`config.mk`:
```
export PLATFORM = sky130hd
export DESIGN_NAME = dns_a_query_responder_unit_flat
export DESIGN_NICKNAME = d
export VERILOG_FILES = /design/src/hdl/dnsa_pkg.sv /design/src/hdl/dnsa_ifs.sv /design/src/hdl/dnsa_cfg_regs.sv /design/src/hdl/dnsa_parser.sv /design/src/hdl/dnsa_emitter.sv /design/src/hdl/dns_a_query_responder_unit.sv /design/src/flat_wrapper.sv
export SDC_FILE = /design/constraint.sdc
export NUM_CORES = 1
export LEC_CHECK = 0
export BUFFER_PORTS_ARGS = -buffer_cell sky130_fd_sc_hd__buf_2
export CELL_PAD_IN_SITES_DETAIL_PLACEMENT = 0
export CELL_PAD_IN_SITES_GLOBAL_PLACEMENT = 2
export CORE_UTILIZATION = 25
export DETAILED_ROUTE_END_ITERATION = 16
export PLACE_DENSITY = 0.68
export SYNTH_ARGS = -nofsm -noshare
export SYNTH_HDL_FRONTEND = slang
export SYNTH_SLANG_ARGS = --single-unit
```
`constraint.sdc`:
```
create_clock -name clk -period 11.35 [get_ports clk]
set_clock_uncertainty 0.05 [all_clocks]
set_input_delay 2.8375 -clock clk [delete_from_list [all_inputs] [get_ports clk]]
set_output_delay 2.8375 -clock clk [all_outputs]
set_load 0.1 [all_outputs]
```
`src/hdl/dnsa_pkg.sv`:
```
// dnsa_pkg: shared types, constants and the answer record table of the
// dns a-query responder. No dependencies.
package dnsa_pkg;

  localparam int BYTE_W   = 8;
  localparam int POS_W    = 16;
  localparam int ADDR_W   = 32;
  localparam int CAP_W    = 16;
  localparam int STATUS_W = 3;
  localparam int CFG_IDX_W = 2;
  localparam int LABEL_W  = 6;
  localparam int ANS_IDX_W = 4;

  localparam logic [POS_W-1:0]   POS_MAX        = 16'hFFFF;
  localparam logic [CAP_W-1:0]   CAPACITY_RESET = 16'd512;
  localparam logic [BYTE_W-1:0]  LABEL_MAX      = 8'd63;
  localparam logic [BYTE_W-1:0]  TTL_SECONDS    = 8'd60;
  localparam logic [POS_W:0]     ANSWER_LEN     = 17'd16;
  localparam logic [ANS_IDX_W-1:0] ANS_LAST_IDX = 4'd15;

  // header offsets that get checked or patched
  localparam logic [POS_W-1:0] POS_FLAGS_HI = 16'd2;
  localparam logic [POS_W-1:0] POS_FLAGS_LO = 16'd3;
  localparam logic [POS_W-1:0] POS_QD_HI    = 16'd4;
  localparam logic [POS_W-1:0] POS_QD_LO    = 16'd5;
  localparam logic [POS_W-1:0] POS_AN_LO    = 16'd7;
  localparam logic [POS_W-1:0] POS_HDR_END  = 16'd11;

  localparam logic [BYTE_W-1:0] FLAGS_REPLY = 8'h84;

  // register indexes
  localparam logic [CFG_IDX_W-1:0] CFG_ANSWER_ADDRESS = 2'd0;
  localparam logic [CFG_IDX_W-1:0] CFG_REPLY_LIMIT    = 2'd1;

  // reply status codes
  localparam logic [STATUS_W-1:0] ST_OK        = 3'd0;
  localparam logic [STATUS_W-1:0] ST_TRUNCATED = 3'd1;
  localparam logic [STATUS_W-1:0] ST_HEADER    = 3'd2;
  localparam logic [STATUS_W-1:0] ST_LABEL     = 3'd3;
  localparam logic [STATUS_W-1:0] ST_TYPE      = 3'd4;
  localparam logic [STATUS_W-1:0] ST_TOO_LARGE = 3'd5;

  typedef enum logic [2:0] {
    PH_HEADER,
    PH_LEN,
    PH_LABEL,
    PH_TYPE,
    PH_DONE
  } phase_t;

  // work left over from one request beat
  typedef struct packed {
    logic                echo_vld;
    logic [BYTE_W-1:0]   echo_byte;
    logic                fin_vld;
    logic [STATUS_W-1:0] fin_status;
  } desc_t;

  // answer record: name pointer, type A, class IN, ttl, rdlength, address
  function automatic logic [BYTE_W-1:0] answer_byte(input logic [ANS_IDX_W-1:0] idx,
                                                    input logic [ADDR_W-1:0]    addr);
    logic [BYTE_W-1:0] b;
    b = 8'h00;
    unique case (idx)
      4'd0:  b = 8'hC0;
      4'd1:  b = 8'h0C;
      4'd3:  b = 8'h01;
      4'd5:  b = 8'h01;
      4'd9:  b = TTL_SECONDS;
      4'd11: b = 8'h04;
      4'd12: b = addr[31:24];
      4'd13: b = addr[23:16];
      4'd14: b = addr[15:8];
      4'd15: b = addr[7:0];
      default: b = 8'h00;
    endcase
    return b;
  endfunction

endpackage

```
`src/hdl/dnsa_ifs.sv`:
```
// dnsa_ifs: valid/ready channel interfaces for request, reply and
// configuration. Depends on dnsa_pkg.
interface dnsa_req_if;
  import dnsa_pkg::*;
  logic              valid;
  logic              ready;
  logic [BYTE_W-1:0] request_byte;
  logic              request_last;
  modport source (output valid, request_byte, request_last, input ready);
  modport sink   (input valid, request_byte, request_last, output ready);
endinterface

interface dnsa_rep_if;
  import dnsa_pkg::*;
  logic                valid;
  logic                ready;
  logic [BYTE_W-1:0]   reply_byte;
  logic                reply_last;
  logic [STATUS_W-1:0] reply_status;
  modport source (output valid, reply_byte, reply_last, reply_status, input ready);
  modport sink   (input valid, reply_byte, reply_last, reply_status, output ready);
endinterface

interface dnsa_cfg_if;
  import dnsa_pkg::*;
  logic                 valid;
  logic                 ready;
  logic [CFG_IDX_W-1:0] index;
  logic [ADDR_W-1:0]    data;
  modport source (output valid, index, data, input ready);
  modport sink   (input valid, index, data, output ready);
endinterface

```
`src/hdl/dnsa_cfg_regs.sv`:
```
// dnsa_cfg_regs: answer address and reply limit registers.
// Depends on dnsa_pkg and dnsa_cfg_if.
module dnsa_cfg_regs (
  input  logic                         clk,
  input  logic                         rst_n,
  dnsa_cfg_if.sink                     cfg_if,
  output logic [dnsa_pkg::ADDR_W-1:0]  answer_address,
  output logic [dnsa_pkg::CAP_W-1:0]   reply_limit
);
  import dnsa_pkg::*;

  logic [ADDR_W-1:0] addr_r;
  logic [CAP_W-1:0]  cap_r;

  assign cfg_if.ready = 1'b1;

  always_ff @(posedge clk) begin
    if (!rst_n) begin
      addr_r <= '0;
      cap_r  <= CAPACITY_RESET;
    end else if (cfg_if.valid) begin
      // unknown indexes fall through
      if (cfg_if.index == CFG_ANSWER_ADDRESS) begin
        addr_r <= cfg_if.data;
      end else if (cfg_if.index == CFG_REPLY_LIMIT) begin
        cap_r <= cfg_if.data[CAP_W-1:0];
      end
    end
  end

  assign answer_address = addr_r;
  assign reply_limit    = cap_r;

endmodule

```
`src/hdl/dnsa_parser.sv`:
```
// dnsa_parser: per-beat query parse state and echo/final decision.
// Depends on dnsa_pkg and dnsa_req_if.
module dnsa_parser (
  input  logic                        clk,
  input  logic                        rst_n,
  dnsa_req_if.sink                    in_if,
  input  logic                        take,
  input  logic [dnsa_pkg::CAP_W-1:0]  reply_limit,
  output dnsa_pkg::desc_t             desc,
  output logic                        desc_vld
);
  import dnsa_pkg::*;

  logic [POS_W-1:0]    pos_r, pos_nxt;
  phase_t              phase_r, phase_step, phase_nxt;
  logic [LABEL_W-1:0]  lrem_r, lrem_step, lrem_nxt;
  logic [1:0]          tail_r, tail_step, tail_nxt;
  logic [STATUS_W-1:0] err_r, err_step, err_nxt;
  logic [POS_W-1:0]    qend_r, qend_step, qend_nxt;
  logic                echo;
  logic [BYTE_W-1:0]   eb;
  logic [BYTE_W-1:0]   b;
  logic                acc;
  logic                live;
  logic [LABEL_W-1:0]  lrem_dec;
  logic [STATUS_W-1:0] status;

  assign in_if.ready = take;
  assign acc  = in_if.valid & take;
  assign b    = in_if.request_byte;
  assign live = (pos_r != POS_MAX) && (err_r == ST_OK);
  assign lrem_dec = lrem_r - 1'b1;

  // next phase
  always_comb begin
    phase_step = phase_r;
    if (live) begin
      unique case (phase_r)
        PH_HEADER: if (pos_r >= POS_HDR_END) phase_step = PH_LEN;
        PH_LEN: begin
          if (b == '0) phase_step = PH_TYPE;
          else if (b <= LABEL_MAX) phase_step = PH_LABEL;
        end
        PH_LABEL: if (lrem_dec == '0) phase_step = PH_LEN;
        PH_TYPE: begin
          if (b == {7'd0, tail_r[0]} && tail_r == 2'd3) phase_step = PH_DONE;
        end
        PH_DONE: phase_step = PH_DONE;
        default: phase_step = phase_r;
      endcase
    end
  end

  // echo beat, error and field updates
  always_comb begin
    echo      = 1'b0;
    eb        = b;
    err_step  = err_r;
    lrem_step = lrem_r;
    tail_step = tail_r;
    qend_step = qend_r;
    if (pos_r == POS_MAX) begin
      err_step = ST_TOO_LARGE;
    end else if (err_r == ST_OK) begin
      unique case (phase_r)
        PH_HEADER: begin
          echo = 1'b1;
          priority if (pos_r == POS_FLAGS_HI) begin
            if (b[7:3] != '0) begin
              err_step = ST_HEADER;
              echo     = 1'b0;
            end
            eb = FLAGS_REPLY | {7'd0, b[0]};
          end else if (pos_r == POS_QD_HI) begin
            if (b != 8'd0) begin
              err_step = ST_HEADER;
              echo     = 1'b0;
            end
            eb = 8'd0;
          end else if (pos_r == POS_QD_LO) begin
            if (b != 8'd1) begin
              err_step = ST_HEADER;
              echo     = 1'b0;
            end
            eb = 8'd1;
          end else if (pos_r == POS_AN_LO) begin
            eb = 8'd1;
          end else if (pos_r >= POS_FLAGS_LO) begin
            eb = 8'd0;
          end else begin
            eb = b;
          end
        end
        PH_LEN: begin
          if (b == '0) begin
            tail_step = 2'd0;
            echo      = 1'b1;
          end else if (b > LABEL_MAX) begin
            err_step = ST_LABEL;
          end else begin
            lrem_step = b[LABEL_W-1:0];
            echo      = 1'b1;
          end
        end
        PH_LABEL: begin
          echo      = 1'b1;
          lrem_step = lrem_dec;
        end
        PH_TYPE: begin
          if (b != {7'd0, tail_r[0]}) begin
            err_step = ST_TYPE;
          end else begin
            echo = 1'b1;
            if (tail_r == 2'd3) qend_step = pos_r + 1'b1;
            else tail_step = tail_r + 1'b1;
          end
        end
        PH_DONE: echo = 1'b0;
        default: echo = 1'b0;
      endcase
    end
  end

  // status of the final beat, from the post-step state
  always_comb begin
    status = err_step;
    if (err_step == ST_OK) begin
      unique case (phase_step)
        PH_HEADER: status = ST_HEADER;
        PH_LEN:    status = ST_LABEL;
        PH_LABEL:  status = ST_LABEL;
        PH_TYPE:   status = ST_TYPE;
        PH_DONE: begin
          if ({1'b0, qend_step} + ANSWER_LEN > {1'b0, reply_limit})
            status = ST_TRUNCATED;
          else
            status = ST_OK;
        end
        default: status = ST_OK;
      endcase
    end
  end

  // the final request beat puts everything back to the start
  always_comb begin
    pos_nxt   = pos_r;
    phase_nxt = phase_r;
    lrem_nxt  = lrem_r;
    tail_nxt  = tail_r;
    err_nxt   = err_r;
    qend_nxt  = qend_r;
    if (acc) begin
      if (in_if.request_last) begin
        pos_nxt   = '0;
        phase_nxt = PH_HEADER;
        lrem_nxt  = '0;
        tail_nxt  = '0;
        err_nxt   = ST_OK;
        qend_nxt  = '0;
      end else begin
        pos_nxt   = (pos_r != POS_MAX) ? pos_r + 1'b1 : pos_r;
        phase_nxt = phase_step;
        lrem_nxt  = lrem_step;
        tail_nxt  = tail_step;
        err_nxt   = err_step;
        qend_nxt  = qend_step;
      end
    end
  end

  always_ff @(posedge clk) begin
    if (!rst_n) begin
      pos_r   <= '0;
      phase_r <= PH_HEADER;
      lrem_r  <= '0;
      tail_r  <= '0;
      err_r   <= ST_OK;
      qend_r  <= '0;
    end else begin
      pos_r   <= pos_nxt;
      phase_r <= phase_nxt;
      lrem_r  <= lrem_nxt;
      tail_r  <= tail_nxt;
      err_r   <= err_nxt;
      qend_r  <= qend_nxt;
    end
  end

  assign desc.echo_vld   = echo;
  assign desc.echo_byte  = eb;
  assign desc.fin_vld    = in_if.request_last;
  assign desc.fin_status = status;
  assign desc_vld        = acc & (echo | in_if.request_last);

endmodule

```
`src/hdl/dnsa_emitter.sv`:
```
// dnsa_emitter: holds one beat's pending work and plays it out through the
// reply output register, including the 16-beat answer record.
// Depends on dnsa_pkg and dnsa_rep_if.
module dnsa_emitter (
  input  logic                         clk,
  input  logic                         rst_n,
  input  dnsa_pkg::desc_t              desc,
  input  logic                         desc_vld,
  input  logic [dnsa_pkg::ADDR_W-1:0]  answer_address,
  output logic                         take,
  dnsa_rep_if.source                   out_if
);
  import dnsa_pkg::*;

  desc_t                desc_r;
  logic                 desc_vld_r, desc_vld_nxt;
  logic                 echo_done_r, echo_done_nxt;
  logic [ANS_IDX_W-1:0] idx_r, idx_nxt;
  logic                 out_vld_r, out_vld_nxt;
  logic [BYTE_W-1:0]    out_byte_r;
  logic                 out_last_r;
  logic [STATUS_W-1:0]  out_status_r;

  logic                 out_free;
  logic                 load;
  logic                 has_echo;
  logic                 pop;
  logic [BYTE_W-1:0]    item_byte;
  logic                 item_last;
  logic [STATUS_W-1:0]  item_status;
  logic                 item_final;

  assign out_free = !out_vld_r || out_if.ready;
  assign load     = desc_vld_r && out_free;
  assign has_echo = desc_r.echo_vld && !echo_done_r;

  // pick the next beat out of the held work
  always_comb begin
    item_byte   = '0;
    item_last   = 1'b0;
    item_status = ST_OK;
    item_final  = 1'b0;
    if (has_echo) begin
      item_byte  = desc_r.echo_byte;
      item_final = !desc_r.fin_vld;
    end else if (desc_r.fin_status != ST_OK) begin
      item_last   = 1'b1;
      item_status = desc_r.fin_status;
      item_final  = 1'b1;
    end else begin
      item_byte  = answer_byte(idx_r, answer_address);
      item_last  = (idx_r == ANS_LAST_IDX);
      item_final = (idx_r == ANS_LAST_IDX);
    end
  end

  assign pop  = load && item_final;
  assign take = !desc_vld_r || pop;

  always_comb begin
    desc_vld_nxt  = take ? desc_vld : desc_vld_r;
    echo_done_nxt = echo_done_r;
    idx_nxt       = idx_r;
    if (pop) begin
      echo_done_nxt = 1'b0;
      idx_nxt       = '0;
    end else if (load) begin
      if (has_echo) echo_done_nxt = 1'b1;
      else idx_nxt = idx_r + 1'b1;
    end
    out_vld_nxt = load ? 1'b1 : (out_if.ready ? 1'b0 : out_vld_r);
  end

  always_ff @(posedge clk) begin
    if (!rst_n) begin
      desc_vld_r  <= 1'b0;
      echo_done_r <= 1'b0;
      idx_r       <= '0;
      out_vld_r   <= 1'b0;
    end else begin
      desc_vld_r  <= desc_vld_nxt;
      echo_done_r <= echo_done_nxt;
      idx_r       <= idx_nxt;
      out_vld_r   <= out_vld_nxt;
    end
  end

  always_ff @(posedge clk) begin
    if (take) desc_r <= desc;
    if (load) begin
      out_byte_r   <= item_byte;
      out_last_r   <= item_last;
      out_status_r <= item_status;
    end
  end

  assign out_if.valid        = out_vld_r;
  assign out_if.reply_byte   = out_byte_r;
  assign out_if.reply_last   = out_last_r;
  assign out_if.reply_status = out_status_r;

endmodule

```
`src/hdl/dns_a_query_responder_unit.sv`:
```
// Takes one query byte per cycle and answers with one reply beat per cycle
// when not stalled. A byte of the header or question gives at most one echo
// beat, so with the reply side ready a query streams through at one byte per
// cycle; the final byte of a good query expands into the 16-beat answer
// record, and the request side then stalls while those beats, plus the echo
// beat when that final byte is echoed as well, leave the single reply output
// register. An error final gives one beat, plus the echo beat when that byte
// is echoed, and the request side waits at most until they leave. A byte
// passes the held work register desc_r, then the reply output register. Echoed
// beats are speculative: a consumer must drop them when the final beat carries
// a nonzero status. Register writes are taken at any time but belong in idle
// periods. Depends on dnsa_pkg, dnsa_ifs and the dnsa_* submodules.
module dns_a_query_responder_unit (
  input  logic        clk,
  input  logic        rst_n,
  dnsa_req_if.sink    in_if,
  dnsa_rep_if.source  out_if,
  dnsa_cfg_if.sink    cfg_if
);
  import dnsa_pkg::*;

  logic [ADDR_W-1:0] answer_address;
  logic [CAP_W-1:0]  reply_limit;
  desc_t             desc;
  logic              desc_vld;
  logic              take;

  dnsa_cfg_regs u_cfg (
    .clk            (clk),
    .rst_n          (rst_n),
    .cfg_if         (cfg_if),
    .answer_address (answer_address),
    .reply_limit    (reply_limit)
  );

  dnsa_parser u_parser (
    .clk            (clk),
    .rst_n          (rst_n),
    .in_if          (in_if),
    .take           (take),
    .reply_limit    (reply_limit),
    .desc           (desc),
    .desc_vld       (desc_vld)
  );

  dnsa_emitter u_emitter (
    .clk            (clk),
    .rst_n          (rst_n),
    .desc           (desc),
    .desc_vld       (desc_vld),
    .answer_address (answer_address),
    .take           (take),
    .out_if         (out_if)
  );

endmodule
```
`src/flat_wrapper.sv`:
```
// flat-port wrapper written by rule: the top's interface ports become plain ports
module dns_a_query_responder_unit_flat import dnsa_pkg::*;
  (clk, rst_n, in_if_valid, in_if_request_byte, in_if_request_last, in_if_ready, out_if_valid, out_if_reply_byte, out_if_reply_last, out_if_reply_status, out_if_ready, cfg_if_valid, cfg_if_index, cfg_if_data, cfg_if_ready);
  dnsa_req_if in_if_i ();
  dnsa_rep_if out_if_i ();
  dnsa_cfg_if cfg_if_i ();
  input  logic clk;
  input  logic rst_n;
  input wire logic [$bits(in_if_i.valid)-1:0] in_if_valid;
  input wire logic [$bits(in_if_i.request_byte)-1:0] in_if_request_byte;
  input wire logic [$bits(in_if_i.request_last)-1:0] in_if_request_last;
  output wire logic [$bits(in_if_i.ready)-1:0] in_if_ready;
  output wire logic [$bits(out_if_i.valid)-1:0] out_if_valid;
  output wire logic [$bits(out_if_i.reply_byte)-1:0] out_if_reply_byte;
  output wire logic [$bits(out_if_i.reply_last)-1:0] out_if_reply_last;
  output wire logic [$bits(out_if_i.reply_status)-1:0] out_if_reply_status;
  input wire logic [$bits(out_if_i.ready)-1:0] out_if_ready;
  input wire logic [$bits(cfg_if_i.valid)-1:0] cfg_if_valid;
  input wire logic [$bits(cfg_if_i.index)-1:0] cfg_if_index;
  input wire logic [$bits(cfg_if_i.data)-1:0] cfg_if_data;
  output wire logic [$bits(cfg_if_i.ready)-1:0] cfg_if_ready;
  assign in_if_i.valid = in_if_valid;
  assign in_if_i.request_byte = in_if_request_byte;
  assign in_if_i.request_last = in_if_request_last;
  assign in_if_ready = in_if_i.ready;
  assign out_if_valid = out_if_i.valid;
  assign out_if_reply_byte = out_if_i.reply_byte;
  assign out_if_reply_last = out_if_i.reply_last;
  assign out_if_reply_status = out_if_i.reply_status;
  assign out_if_i.ready = out_if_ready;
  assign cfg_if_i.valid = cfg_if_valid;
  assign cfg_if_i.index = cfg_if_index;
  assign cfg_if_i.data = cfg_if_data;
  assign cfg_if_ready = cfg_if_i.ready;
  dns_a_query_responder_unit u_core (.clk(clk), .rst_n(rst_n), .in_if(in_if_i), .out_if(out_if_i), .cfg_if(cfg_if_i));
endmodule
```
==> out/results.tsv <==
stage	metric	value	unit
detailed_routing	wire per inst	17.00	microns
sta	final setup violating endpoints	0	
job	max_cap viols	0	
sta	Tmin final	7607	ps
outcome	failing checks	design-rule violations	
global_route	largest net degree at the start of global routing	62	
yosys	Netlist cell types	70	
setup_path	CP cell instances	buf_2 -> nand2b_1 -> and2_1 -> a31o_2 -> buf_2	
die	initial core utilization	25.36	%
setup_path	startpoint types	input port	
finish	fraction of layout cells with a size suffix above 1	13.31	%
die	core area	0.02870	sq mm
global_route	initial antenna violation count	0	
setup_path	Setup CP Type	input port to output pin	
setup_path	CP Capture Type	output pin	
sta	Period Utilization, post-route	67.02	%
hold_path	worst min path class	flip-flop to flip-flop	
sta	Slew @ Worst Pin	810.2	ps
finish	Syn-to-layout area delta	16.31	%
die	Std-Cell Rows	62	
setup_path	buffers and inverters on the worst path	2	
placement	dpl hpwl	16600	microns
yosys	Post-synth EDFFs	25	
yosys	Avg Cell Area, Syn	8.114	sq um
cts	maximum buffer depth of the clock tree	2	
detailed_routing	DRT iter0 DRCs	419	
placement	gpl congestion	0.7957	
setup_path	Crit Path Max Fanout	19	
pwr	power density over the cells	135.7	mW/mm^2
placement	Area after DPL	0.007879	sq mm
global_route	global route total overflow	0	
die	I/O pin total	63	
setup_path	Worst Setup SP	out_if_ready	
outcome	outcome	finished with violations	
yosys	top cells by area, synth	dfxtp_1 28%, edfxtp_1 10%, nand2_1 8.3%	
die	Die W	172.6	microns
yosys	cell accounting for the most synthesized area	dfxtp_1	
yosys	post-synth top area share	27.78	%
sta	PnR worst setup slack	3743	ps
die	die area	0.02980	sq mm
yosys	cell count after synthesis	897	
yosys	top_reg_cell synth	dfxtp_1	
finish	n_diodes	0	
detailed_routing	DRT Pass-1 Iters	10	
setup_path	Critical Path RT	8460	ps
global_route	vias in the first global route	6202	
detailed_routing	Routed Wire Length	22490	microns
cts	Worst-Skew Late Latency	420	ps
cts	clock sinks	126	
hold_path	hold path start	u_core.u_cfg.reply_limit[4]$_SDFFE_PN0P_	
global_route	GR Util All Layers	15.26	%
yosys	Ys Warns	0	
yosys	most common cell in the netlist	nand2_1	
detailed_routing	# DRC	1	
sta	fmax	0.1315	GHz
setup_path	Critical Path Max Stage Delay	580	ps
setup_path	CP most frequent cell	buf_2	
placement	Placement Setup Slack	3763	ps
cts	number of buffers created by CTS	17	
detailed_routing	vias per inst	4.810	
global_route	first-pass GRT wire length	35820	microns
cts	CTS hold repair buffers	0	
pwr	Lkg Pwr	3.080	nW
detailed_routing	vias post-DR	6364	
sta	Hold Violations, Final	0	
yosys	Synth async-reset ratio	0	%
cts	CTS tree	done	
setup_path	delay-heaviest family, CP	simple AND/OR/NAND/NOR gates	
finish	nets	1002	
cts	H-tree levels	4	
finish	post-route cell area	0.008466	sq mm
cts	Post-CTS Resized	0	
yosys	synth cell count leaders	161 x nand2_1, 101 x dfxtp_1, 95 x a21oi_1	
setup_path	Worst path slowest cell	a31o_2	
pwr	maximum VDD drop	0.1020	mV
detailed_routing	Routed Antenna Nets	0	
yosys	Yosys reg bits	126	
finish	Filler cells	3104	
placement	Port Buf Inserts	61	
yosys	Net Count, Synth	973	
sta	Slew headroom	45.85	%
setup_path	critical path arrival	4720	ps
cts	setup bufs post-CTS	0	
yosys	sequential area share after synthesis	38.10	%
cts	root buf cell	clkbuf_16	
setup_path	RR Startpoint	u_core.u_parser.pos_r[0]$_SDFFE_PN0P_	
cts	Clock Pin Slew Worst Setup and Hold Paths	60	ps
sta	unrepaired setup endpoints after global routing	no	
die	Die Height	172.6	microns
sta	Slew Limit Fails	0	
yosys	Post-Syn Area	0.007278	sq mm
sta	setup TNS	0	ps
## logic make-up (layout without fill, tap and decap cells)
group                      count (synthesis)  count (layout)  share of synthesized area (%)
adders and majority gates                 28              28                          4.814
other                                      1               1                        0.05152
and+or+nand+nor                          374             374                          26.22
xor gates and xnor gates                  37              37                          4.452
AOI/OAI and AO/OA                        226             226                          19.70
DFF                                      126             126                          38.10
muxes                                     11              11                          1.530
buffers and inverters                     94             136                          5.140
## final cells by class
type / instances / area (sq um) / area share, %
Tap cell: 384 / 480.5 / 5.675
Multi-Input combinational cell: 677 / 4136 / 48.86
Clock buffer: 18 / 429.2 / 5.069
Inverter: 37 / 138.9 / 1.641
Clock inverter: 14 / 157.7 / 1.862
Timing Repair Buffer: 67 / 350.3 / 4.138
Sequential cell: 126 / 2773 / 32.75
## per-layer routing
layer,track usage (%),vias up,wire (microns)
met1,21.09,3013,11140
met3,3.100,15,701
met4,3.720,0,250
met2,24.19,102,10390
met5,0,-,0
li1,-,3234,-
## layout by cell type (no fill, tap or decap), types with 10 or more instances in the layout
cell type	Yosys	routed
nor2_1	60	60
o21ai_0	36	36
edfxtp_1	25	25
nand4_1	13	13
a21oi_1	95	95
clkbuf_16	0	17
xnor2_1	25	25
nand3_1	20	20
nand2_1	161	161
ha_1	28	28
xor2_1	12	12
a31oi_1	12	12
mux2i_1	10	10
nor3_1	20	20
inv_1	35	35
a22oi_1	13	13
and2_1	17	17
dfxtp_1	101	101
buf_2	8	61
nor2b_1	10	10
## stage by stage
stage / total power [mW] / utilization (%) / hold slack, ps / cells
2_1_floorplan: 0.5692 / - / 382.2 / 897
3_3_place_gp: 0.6071 / 27.45 / 393.9 / 1291
3_5_place_dp: 0.6066 / 27.45 / 400.2 / 1291
4_1_cts: 1.164 / 29.49 / 409.1 / 1323
5_1_grt: 1.195 / 29.49 / 426.6 / 1323
6_report: 1.149 / 29.49 / 407.0 / 1323
## where the power goes
part           switching, mW  internal [mW]  leakage (nW)  total (mW)
Sequential           0.00881          0.474          1.06       0.483
Combinational         0.0856         0.0281          1.74       0.114
Clock                  0.225          0.328         0.279       0.552
## final timing paths
check | to | slack (ps) | depth (start not counted)
worst max-delay path | in_if_ready | 3740 | 5
worst min-delay path | u_core.u_cfg.reply_limit[4]$_SDFFE_PN0P_ | 410 | 2
worst max register to register | u_core.u_emitter.desc_r[0]$_DFFE_PN_ | 5570 | 21
worst min register to register | u_core.u_cfg.reply_limit[4]$_SDFFE_PN0P_ | 410 | 2
## tightest hold or removal path, cell delays in order, from the launching register on
cell and delay, ps:
dfxtp_1 310, nand2_1 50, a21oi_1 50
## state kept, by name, summed over array words and instances (netlist names), 2 cells and up
signal,cells
u_core.u_cfg.answer_address,32
u_core.u_cfg.reply_limit,16
u_core.u_emitter.desc_r,13
u_core.u_emitter.idx_r,4
u_core.u_emitter.out_if.reply_byte,8
u_core.u_emitter.out_if.reply_status,3
u_core.u_parser.err_r,3
u_core.u_parser.lrem_r,6
u_core.u_parser.phase_r,3
u_core.u_parser.pos_r,16
u_core.u_parser.qend_r,16
u_core.u_parser.tail_r,2
No activity file was read; power rests on OpenSTA's default activity.
